$ cat src/rtl/xmha_pkg.sv
// Shared types and constants for the extended memory handle allocator.
// Used by the cell, the cell chain, the controller and the top level.
package xmha_pkg;

    // Handle table geometry.
    localparam int SLOTS = 32;
    localparam int IDX_W = $clog2(SLOTS);
    localparam int CNT_W = $clog2(SLOTS + 1);
    localparam int KB_W  = 16;
    localparam int POS_W = KB_W + 1;

    // Function codes.
    localparam logic [7:0] OP_VERSION     = 8'd0;
    localparam logic [7:0] OP_HMA_CLAIM   = 8'd1;
    localparam logic [7:0] OP_HMA_RELEASE = 8'd2;
    localparam logic [7:0] OP_A20_ON_G    = 8'd3;
    localparam logic [7:0] OP_A20_OFF_G   = 8'd4;
    localparam logic [7:0] OP_A20_ON_L    = 8'd5;
    localparam logic [7:0] OP_A20_OFF_L   = 8'd6;
    localparam logic [7:0] OP_A20_QUERY   = 8'd7;
    localparam logic [7:0] OP_FREE_QUERY  = 8'd8;
    localparam logic [7:0] OP_ALLOC       = 8'd9;
    localparam logic [7:0] OP_FREE        = 8'd10;
    localparam logic [7:0] OP_INFO        = 8'd14;
    localparam logic [7:0] OP_REALLOC     = 8'd15;

    // Error codes.
    localparam logic [2:0] ERR_NONE      = 3'd0;
    localparam logic [2:0] ERR_ABSENT    = 3'd1;
    localparam logic [2:0] ERR_HMA       = 3'd2;
    localparam logic [2:0] ERR_NOMEM     = 3'd3;
    localparam logic [2:0] ERR_NOHANDLE  = 3'd4;
    localparam logic [2:0] ERR_BADHANDLE = 3'd5;

    localparam logic [15:0] VERSION_WORD = 16'h0200;
    localparam logic [15:0] POOL_RESET   = 16'd4096;

    // Configuration register index.
    localparam logic REG_POOL = 1'b0;

    typedef enum logic [1:0] {
        ST_IDLE,
        ST_SWEEP,
        ST_DONE
    } t_state;

    // Token that travels down the cell chain during one sweep.
    typedef struct packed {
        logic             vld;
        logic             found;
        logic [KB_W-1:0]  best_off;
        logic [IDX_W-1:0] best_idx;
        logic [KB_W-1:0]  best_size;
        logic [CNT_W-1:0] nfree;
        logic             ffree_found;
        logic [IDX_W-1:0] ffree_idx;
        logic             h_used;
        logic [KB_W-1:0]  h_off;
        logic [KB_W-1:0]  h_size;
    } t_tok;

    // Search window and target slot, held steady during a sweep.
    typedef struct packed {
        logic [POS_W-1:0] pos;
        logic [IDX_W-1:0] tgt;
    } t_ctl;

    // Table update command broadcast to every cell.
    typedef struct packed {
        logic             clr_seen;
        logic             mark;
        logic [IDX_W-1:0] mark_idx;
        logic             wr_used_en;
        logic             wr_off_en;
        logic             wr_size_en;
        logic [IDX_W-1:0] wr_idx;
        logic             wr_used;
        logic [KB_W-1:0]  wr_off;
        logic [KB_W-1:0]  wr_size;
    } t_cmd;

endpackage

$ cat src/rtl/xmha_ctrl.sv
// Request sequencer: decodes functions, runs sweeps over the cell chain and
// builds the result. Depends on xmha_pkg.
module xmha_ctrl import xmha_pkg::*; (
    input  logic        i_clk,
    input  logic        i_rst_n,
    input  logic        i_req_vld,
    output logic        o_req_rdy,
    input  logic [7:0]  i_op,
    input  logic [15:0] i_handle,
    input  logic [15:0] i_size,
    input  logic [15:0] i_pool,
    output logic        o_res_vld,
    input  logic        i_res_rdy,
    output logic [55:0] o_res_data,
    output t_ctl        o_ctl,
    output t_cmd        o_cmd,
    output t_tok        o_tok,
    input  t_tok        i_tok
);

    t_state           r_state, n_state;
    logic [7:0]       r_op, n_op;
    logic [15:0]      r_handle, n_handle;
    logic [15:0]      r_size, n_size;
    logic [POS_W-1:0] r_pos, n_pos;
    logic [POS_W-1:0] r_big, n_big;
    logic [POS_W-1:0] r_sum, n_sum;
    logic [KB_W-1:0]  r_hoff, n_hoff;
    logic [IDX_W-1:0] r_slot, n_slot;
    logic             r_first, n_first;
    logic             r_launch, n_launch;
    logic             r_hma, n_hma;
    logic             r_a20, n_a20;
    logic [2:0]       r_err, n_err;
    logic [15:0]      r_pv, n_pv;
    logic [15:0]      r_sv, n_sv;
    logic [15:0]      r_tv, n_tv;
    logic             r_mvalid;
    logic [55:0]      r_mdata;

    logic             accept;
    logic [POS_W-1:0] pool17;
    logic [POS_W-1:0] off17;
    logic [POS_W-1:0] endb;
    logic [POS_W-1:0] endh;
    logic [POS_W-1:0] gap;
    logic [POS_W:0]   need;
    logic [POS_W-1:0] room;
    logic [POS_W-1:0] lim;
    logic             h_ok;
    logic [IDX_W-1:0] slot_sel;
    logic             out_free;

    assign o_req_rdy = (r_state == ST_IDLE);
    assign accept    = i_req_vld && o_req_rdy;
    assign out_free  = !r_mvalid || i_res_rdy;

    assign pool17   = {1'b0, i_pool};
    assign off17    = {1'b0, i_tok.best_off};
    assign endb     = off17 + {1'b0, i_tok.best_size};
    assign endh     = {1'b0, i_tok.h_off} + {1'b0, i_tok.h_size};
    assign need     = {1'b0, r_pos} + {2'b00, r_size};
    assign room     = pool17 - r_pos;
    assign lim      = i_tok.found ? off17 : pool17;
    assign h_ok     = (r_handle != 16'd0) && (r_handle <= 16'(SLOTS)) && i_tok.h_used;
    assign slot_sel = r_first ? i_tok.ffree_idx : r_slot;

    // Gap before the block found by this sweep, or up to the pool end.
    always_comb begin
        if (i_tok.found) begin
            gap = (off17 > r_pos) ? (off17 - r_pos) : '0;
        end else begin
            gap = room;
        end
    end

    assign o_ctl.pos = r_pos;
    assign o_ctl.tgt = IDX_W'(r_handle - 16'd1);

    // Fresh token: no candidate yet, the pool end bounds the search.
    always_comb begin
        o_tok             = '0;
        o_tok.vld         = r_launch;
        o_tok.best_off    = i_pool;
    end

    // Next state, table commands and result.
    always_comb begin
        n_state  = r_state;
        n_op     = r_op;
        n_handle = r_handle;
        n_size   = r_size;
        n_pos    = r_pos;
        n_big    = r_big;
        n_sum    = r_sum;
        n_hoff   = r_hoff;
        n_slot   = r_slot;
        n_first  = r_first;
        n_launch = 1'b0;
        n_hma    = r_hma;
        n_a20    = r_a20;
        n_err    = r_err;
        n_pv     = r_pv;
        n_sv     = r_sv;
        n_tv     = r_tv;
        o_cmd    = '0;
        case (r_state)
            ST_IDLE: begin
                if (accept) begin
                    n_op     = i_op;
                    n_handle = i_handle;
                    n_size   = i_size;
                    n_err    = ERR_NONE;
                    n_pv     = '0;
                    n_sv     = '0;
                    n_tv     = '0;
                    n_state  = ST_DONE;
                    if (i_pool == 16'd0) begin
                        n_err = ERR_ABSENT;
                    end else begin
                        case (i_op)
                            OP_VERSION: begin
                                n_pv = VERSION_WORD;
                                n_tv = VERSION_WORD;
                            end
                            OP_HMA_CLAIM: begin
                                if (r_hma) begin
                                    n_err = ERR_HMA;
                                end else begin
                                    n_hma = 1'b1;
                                    n_a20 = 1'b1;
                                    n_pv  = 16'd1;
                                end
                            end
                            OP_HMA_RELEASE: begin
                                n_hma = 1'b0;
                                n_pv  = 16'd1;
                            end
                            OP_A20_ON_G, OP_A20_ON_L: begin
                                n_a20 = 1'b1;
                                n_pv  = 16'd1;
                            end
                            OP_A20_OFF_G, OP_A20_OFF_L: begin
                                n_a20 = 1'b0;
                                n_pv  = 16'd1;
                            end
                            OP_A20_QUERY: begin
                                n_pv = {15'd0, r_a20};
                            end
                            OP_FREE_QUERY, OP_ALLOC, OP_FREE, OP_INFO, OP_REALLOC: begin
                                o_cmd.clr_seen = 1'b1;
                                n_pos    = '0;
                                n_big    = '0;
                                n_sum    = '0;
                                n_first  = 1'b1;
                                n_launch = 1'b1;
                                n_state  = ST_SWEEP;
                            end
                            default: begin
                                n_err = ERR_ABSENT;
                            end
                        endcase
                    end
                end
            end
            ST_SWEEP: begin
                if (i_tok.vld) begin
                    n_first = 1'b0;
                    case (r_op)
                        OP_FREE_QUERY: begin
                            // Walk blocks in address order, summing the gaps and keeping the largest.
                            n_sum = r_sum + gap;
                            n_big = (gap > r_big) ? gap : r_big;
                            if (!i_tok.found || endb >= pool17) begin
                                n_pv    = n_big[15:0];
                                n_sv    = n_sum[15:0];
                                n_state = ST_DONE;
                            end else begin
                                n_pos      = endb;
                                o_cmd.mark = 1'b1;
                                o_cmd.mark_idx = i_tok.best_idx;
                                n_launch   = 1'b1;
                            end
                        end
                        OP_ALLOC: begin
                            if (r_first) begin
                                n_slot = i_tok.ffree_idx;
                            end
                            if (r_first && i_tok.nfree == '0) begin
                                n_err   = ERR_NOHANDLE;
                                n_state = ST_DONE;
                            end else if (r_first && (r_size == 16'd0 || r_size > i_pool)) begin
                                n_err   = ERR_NOMEM;
                                n_state = ST_DONE;
                            end else if (i_tok.found ? ({1'b0, off17} >= need)
                                                     : (room >= {1'b0, r_size})) begin
                                // First fit: the request lands at the current position.
                                o_cmd.wr_idx     = slot_sel;
                                o_cmd.wr_used_en = 1'b1;
                                o_cmd.wr_off_en  = 1'b1;
                                o_cmd.wr_size_en = 1'b1;
                                o_cmd.wr_used    = 1'b1;
                                o_cmd.wr_off     = r_pos[KB_W-1:0];
                                o_cmd.wr_size    = r_size;
                                n_pv    = 16'd1;
                                n_sv    = 16'(slot_sel) + 16'd1;
                                n_state = ST_DONE;
                            end else if (!i_tok.found || endb > pool17) begin
                                n_err   = ERR_NOMEM;
                                n_state = ST_DONE;
                            end else begin
                                n_pos      = endb;
                                o_cmd.mark = 1'b1;
                                o_cmd.mark_idx = i_tok.best_idx;
                                n_launch   = 1'b1;
                            end
                        end
                        OP_FREE: begin
                            n_state = ST_DONE;
                            if (!h_ok) begin
                                n_err = ERR_BADHANDLE;
                            end else begin
                                o_cmd.wr_idx     = o_ctl.tgt;
                                o_cmd.wr_used_en = 1'b1;
                                o_cmd.wr_used    = 1'b0;
                                n_pv = 16'd1;
                            end
                        end
                        OP_INFO: begin
                            n_state = ST_DONE;
                            if (!h_ok) begin
                                n_err = ERR_BADHANDLE;
                            end else begin
                                n_pv = 16'd1;
                                n_sv = i_tok.h_size;
                                n_tv = 16'(i_tok.nfree);
                            end
                        end
                        OP_REALLOC: begin
                            if (r_first) begin
                                if (!h_ok) begin
                                    n_err   = ERR_BADHANDLE;
                                    n_state = ST_DONE;
                                end else if (r_size <= i_tok.h_size) begin
                                    o_cmd.wr_idx     = o_ctl.tgt;
                                    o_cmd.wr_size_en = 1'b1;
                                    o_cmd.wr_size    = r_size;
                                    n_pv    = 16'd1;
                                    n_state = ST_DONE;
                                end else begin
                                    // Second sweep finds the next block past this one.
                                    n_hoff         = i_tok.h_off;
                                    n_pos          = endh;
                                    o_cmd.clr_seen = 1'b1;
                                    o_cmd.mark     = 1'b1;
                                    o_cmd.mark_idx = o_ctl.tgt;
                                    n_launch       = 1'b1;
                                end
                            end else begin
                                n_state = ST_DONE;
                                if (({1'b0, r_hoff} + {1'b0, r_size}) > lim) begin
                                    n_err = ERR_NOMEM;
                                end else begin
                                    o_cmd.wr_idx     = o_ctl.tgt;
                                    o_cmd.wr_size_en = 1'b1;
                                    o_cmd.wr_size    = r_size;
                                    n_pv = 16'd1;
                                end
                            end
                        end
                        default: begin
                            n_err   = ERR_ABSENT;
                            n_state = ST_DONE;
                        end
                    endcase
                end
            end
            ST_DONE: begin
                if (out_free) begin
                    n_state = ST_IDLE;
                end
            end
            default: begin
                n_state = ST_IDLE;
            end
        endcase
    end

    // Control registers.
    always_ff @(posedge i_clk) begin
        if (!i_rst_n) begin
            r_state  <= ST_IDLE;
            r_launch <= 1'b0;
            r_first  <= 1'b0;
            r_hma    <= 1'b0;
            r_a20    <= 1'b0;
        end else begin
            r_state  <= n_state;
            r_launch <= n_launch;
            r_first  <= n_first;
            r_hma    <= n_hma;
            r_a20    <= n_a20;
        end
    end

    // Request fields and walk state.
    always_ff @(posedge i_clk) begin
        r_op     <= n_op;
        r_handle <= n_handle;
        r_size   <= n_size;
        r_pos    <= n_pos;
        r_big    <= n_big;
        r_sum    <= n_sum;
        r_hoff   <= n_hoff;
        r_slot   <= n_slot;
        r_err    <= n_err;
        r_pv     <= n_pv;
        r_sv     <= n_sv;
        r_tv     <= n_tv;
    end

    // Output register; errors clear every value.
    always_ff @(posedge i_clk) begin
        if (!i_rst_n) begin
            r_mvalid <= 1'b0;
        end else if (r_state == ST_DONE && out_free) begin
            r_mvalid <= 1'b1;
        end else if (i_res_rdy) begin
            r_mvalid <= 1'b0;
        end
        if (r_state == ST_DONE && out_free) begin
            if (r_err == ERR_NONE) begin
                r_mdata <= {4'd0, r_tv, r_sv, r_pv, ERR_NONE, 1'b1};
            end else begin
                r_mdata <= {4'd0, 48'd0, r_err, 1'b0};
            end
        end
    end

    assign o_res_vld  = r_mvalid;
    assign o_res_data = r_mdata;

    // A launched token leaves the last cell exactly one row later.
    a_sweep_len: assert property (@(posedge i_clk) disable iff (!i_rst_n)
        r_launch |-> ##(SLOTS) i_tok.vld)
        else $error("sweep token did not arrive after one pass");

    // Tokens only arrive while a sweep is waited on.
    a_tok_state: assert property (@(posedge i_clk) disable iff (!i_rst_n)
        i_tok.vld |-> (r_state == ST_SWEEP))
        else $error("token arrived outside a sweep");

    // No table write while a token is in flight.
    a_quiet: assert property (@(posedge i_clk) disable iff (!i_rst_n)
        (r_state == ST_SWEEP && !i_tok.vld) |-> !(o_cmd.wr_used_en || o_cmd.wr_size_en))
        else $error("table written during a sweep");

    // An accepted request always leaves the idle state.
    a_accept: assert property (@(posedge i_clk) disable iff (!i_rst_n)
        accept |=> (r_state != ST_IDLE))
        else $error("request accepted without starting");

endmodule
$ cat config.mk
export PLATFORM = sky130hd
export DESIGN_NAME = xmha_ctrl
export DESIGN_NICKNAME = d
export VERILOG_FILES = /design/src/rtl/xmha_pkg.sv /design/src/rtl/xmha_ctrl.sv
export SDC_FILE = /design/constraint.sdc
export NUM_CORES = 1
export LEC_CHECK = 0
export BUFFER_PORTS_ARGS = -buffer_cell sky130_fd_sc_hd__buf_2
export CAP_MARGIN = 20
export CORE_ASPECT_RATIO = 1.1
export CORE_MARGIN = 8
export CORE_UTILIZATION = 55
export CTS_BUF_LIST = sky130_fd_sc_hd__clkbuf_4
export DETAILED_ROUTE_END_ITERATION = 16
export GPL_TIMING_DRIVEN = 0
export PLACE_DENSITY = 0.8
export SLEW_MARGIN = 20
export SYNTH_ARGS = -nofsm -noshare
export SYNTH_HDL_FRONTEND = slang
export SYNTH_SLANG_ARGS = --single-unit
$ cat constraint.sdc
create_clock -name i_clk -period 7.2 [get_ports i_clk]
set_input_delay 1.44 -clock i_clk [delete_from_list [all_inputs] [get_ports i_clk]]
set_output_delay 1.44 -clock i_clk [all_outputs]
set_load 0.03 [all_outputs]
==> impl_results.md <==
* Synth Register Bits at 203
* Clk slew on worst S/H paths at 60 ps
* CTS Root Cell: clkbuf_4
* Power Density at 161.7 nW/um2
* Pin count of the biggest net entering global routing at 36
* CTS Buf Count at 53
* Main flop type after synthesis: edfxtp_1
* Clock Latency Late Sink at 710 ps
* CP delay by family, top: compound AO/OA/AOI/OAI gates
* Synth-to-layout area growth at 19.34%
* Critical path type: primary input to output pin
* Vias at 16320
* Drt drc at 0
* Fin util at 66.63%
* Synth unique cells at 85
* Critical path's slowest cell: o32ai_1
* Vias in the first global route at 15890
* Routed length per instance at 21.99 um
* GR Util met2 at 50.18%
* Max Clock Freq at 0.1410 GHz
* Area occupied by multi-input gates at 10580 um2
* Number of enable flip-flop cells after synthesis at 196
* Crit path capture type: output pin
* CP bufs+invs at 4
* Row Count at 68
* Max_cap viols at 0
* CTS Sinks at 203
* Register area at 6026 um2
* RePlAce Congestion at 1.037
* Total negative setup slack at 0 ps
* Vias per cell at 5.918
* Final hold violation count at 0
* Initial Util at 55.83%
* H-tree Lvls at 2
* Fin crit share at 98.50%
* Gr usage total at 30.85%
* CP Data Required Time at 5760 ps
* IO Port Bufs at 274
* CP startpoint kind: primary input
* Worst-margin pin slew at 952.6 ps
* Commonest non-fill, non-tap cells in the layout: buf_2 (267), ha_1 (227), edfxtp_1 (196)
* Horiz. Die Dim at 186.2 um
* Pre-CTS setup slack at -878.8 ps
* Initial DRC Count at 1622
* Drt pass-1 iters at 6
* Worst clock skew at 53.62 ps
* CTS Buffer Depth at 3
* Register area share after synthesis at 34.38%
* CTS tree: done
* GRT busiest layer: met2
* First-pass GRT wire length at 89.38 mm
* Syn_area_per_cell at 9.378 um2
* Initial antenna violation count at 1
* Core ar. at 31400 um2
* Synth async-reset ratio at 0%
* Hpwl dp at 49.31 mm
* Nets at 2677
* Die Y at 203.2 um
* Final wirelength at 60.65 mm
* Fillers at 2610
* Met1 Track Usage GR at 38.01%
* Hold Path Class: flop to flop
* M3 GR Usage at 5.945%
* Share of layout cells above drive strength 1 at 24.13%
* Commonest non-fill, non-tap cell in the layout: buf_2
* Maximum vdd ir drop at 156.8 uV
* Ports at 356
* Grt ovf at 0
* Post-DRT Antenna Nets at 0
* Endpoints failing setup at 0
* Relative slew margins at 36.42%
* Outcome: completed
* Worst Slack Setup Final at 107.8 ps
* Worst-path cell chain: buf_2 > ha_1 > o21ai_0 > or2_2 > o32ai_1 > or3_1 > a21oi_1 > xnor2_2 > ha_1 > nand3_1 > o22ai_1 > o21a_1 > o21ai_1 > nand2_1 > a211oi_4 > and2b_4 > a31oi_4 > buf_12 > buf_12 > nor3_2 > buf_4
* Lkg Pwr at 0.009597 uW
* Syn Std Cell Area at 17530 um2
* Die area at 37840 um2
* Cells after Synth at 1869
* CP max stage delay at 460 ps
* Crit-path max FO at 10
* Yosys warns at 0
* Tmin final at 7092 ps
* Critical path arrival at 5650 ps
* Max-slew violation count at 0
[routing by layer]
| metal | wire (um) | part of all wire, % |
|---|---|---|
| met1 | 23100 | 38 |
| met4 | 3672 | 6.1 |
| met5 | 0 | 0 |
| met2 | 27710 | 46 |
| met3 | 6170 | 10 |
[synthesized netlist by cell type, types with 15 or more instances]
cell type,number,area [um2]
ha_1,227,2840
edfxtp_1,196,5886
inv_1,150,563.0
a21oi_1,130,650.6
nor3_1,115,575.6
nand2_1,104,390.4
nor2_1,102,382.9
buf_4,98,735.7
o21ai_0,66,330.3
and2_1,63,394.1
xnor2_1,57,499.2
a21o_1,50,375.4
clkbuf_1,40,150.1
nand3_1,40,200.2
xor2_1,36,315.3
nand4_1,29,181.4
o21a_1,28,210.2
a211oi_1,25,187.7
nand2b_1,22,137.6
mux2i_1,20,200.2
nor2b_1,19,118.9
o31ai_1,19,142.6
a31oi_1,17,106.4
nor4_1,15,93.84
o21bai_1,15,112.6
or3_1,15,93.84
[metrics by stage]
step	hold slack, ps	total power, uW	cell area, um2	std cells
after floorplan	494.3	2068	17820	1948
after global placement	500.3	2334	19720	2642
after detailed placement	501.4	2362	19850	2647
after CTS	517.8	3337	20650	2744
after global routing	527.1	3531	20920	2758
final	512.2	3383	20920	2758
[final timing paths]
| path | startpoint | endpoint | slack (ps) | cells past startpoint |
|---|---|---|---|---|
| setup / recovery | i_pool[7] | o_cmd[8] | 110 | 21 |
| hold reg to reg | r_pv[11]$_SDFFCE_PP0P_ | o_res_data[15]$_SDFFCE_PN0P_ | 510 | 1 |
| hold / removal | r_pv[11]$_SDFFCE_PP0P_ | o_res_data[15]$_SDFFCE_PN0P_ | 510 | 1 |
| setup reg to reg | r_pos[8]$_SDFFCE_PN0P_ | r_pv[4]$_SDFFCE_PP0P_ | 1230 | 19 |
[layout make-up]
class,instances,share of cell area [%]
clock buffer,77,2.763
sequential,203,28.81
tap,420,2.512
inverter,150,2.704
multi-input combinational,1449,50.56
clock inverter,16,0.3409
buffer,145,4.498
timing repair buffer,297,7.806
antenna,1,0.01196
[sequential cells by signal, indices dropped and copies added, names as in the netlist]
register and count:
r_state 2, r_hma 1, r_first 1, r_hoff 16, r_big 17, r_err 3
r_op 8, r_pv 16, r_a20 1, r_launch 1, r_pos 17, o_res_data 43
r_sv 16, r_slot 5, r_sum 16, r_handle 16, o_res_vld 1, r_size 16
r_tv 7
[repair_timing]
action / CTS / global route
endpoints found under the setup margin: 47 / 47
buffers inserted: 5 / 13
pin swaps: 8 / 16
hold buffers: 0 / 0
gates cloned: 0 / 0
resized for setup: 26 / 51
[cell families (layout without fill, tap and decap cells)]
group,count (synthesis),in the layout,synth area share (%)
AOI/OAI and AO/OA,447,447,17.22
xor gates and xnor gates,93,93,4.647
adders and majority gates,234,234,17.00
buffers and inverters,296,685,8.544
DFF,203,203,34.38
muxes,23,23,1.335
other,1,81,0.02139
and+or+nand+nor,572,572,16.85
[power breakdown]
part           switching [uW]  leakage [uW]  internal [uW]
Combinational             649       0.00726            397
Clock                     479      0.000388            491
Sequential               33.5       0.00195           1330
Note: power is estimated with default switching activity, not from simulation.
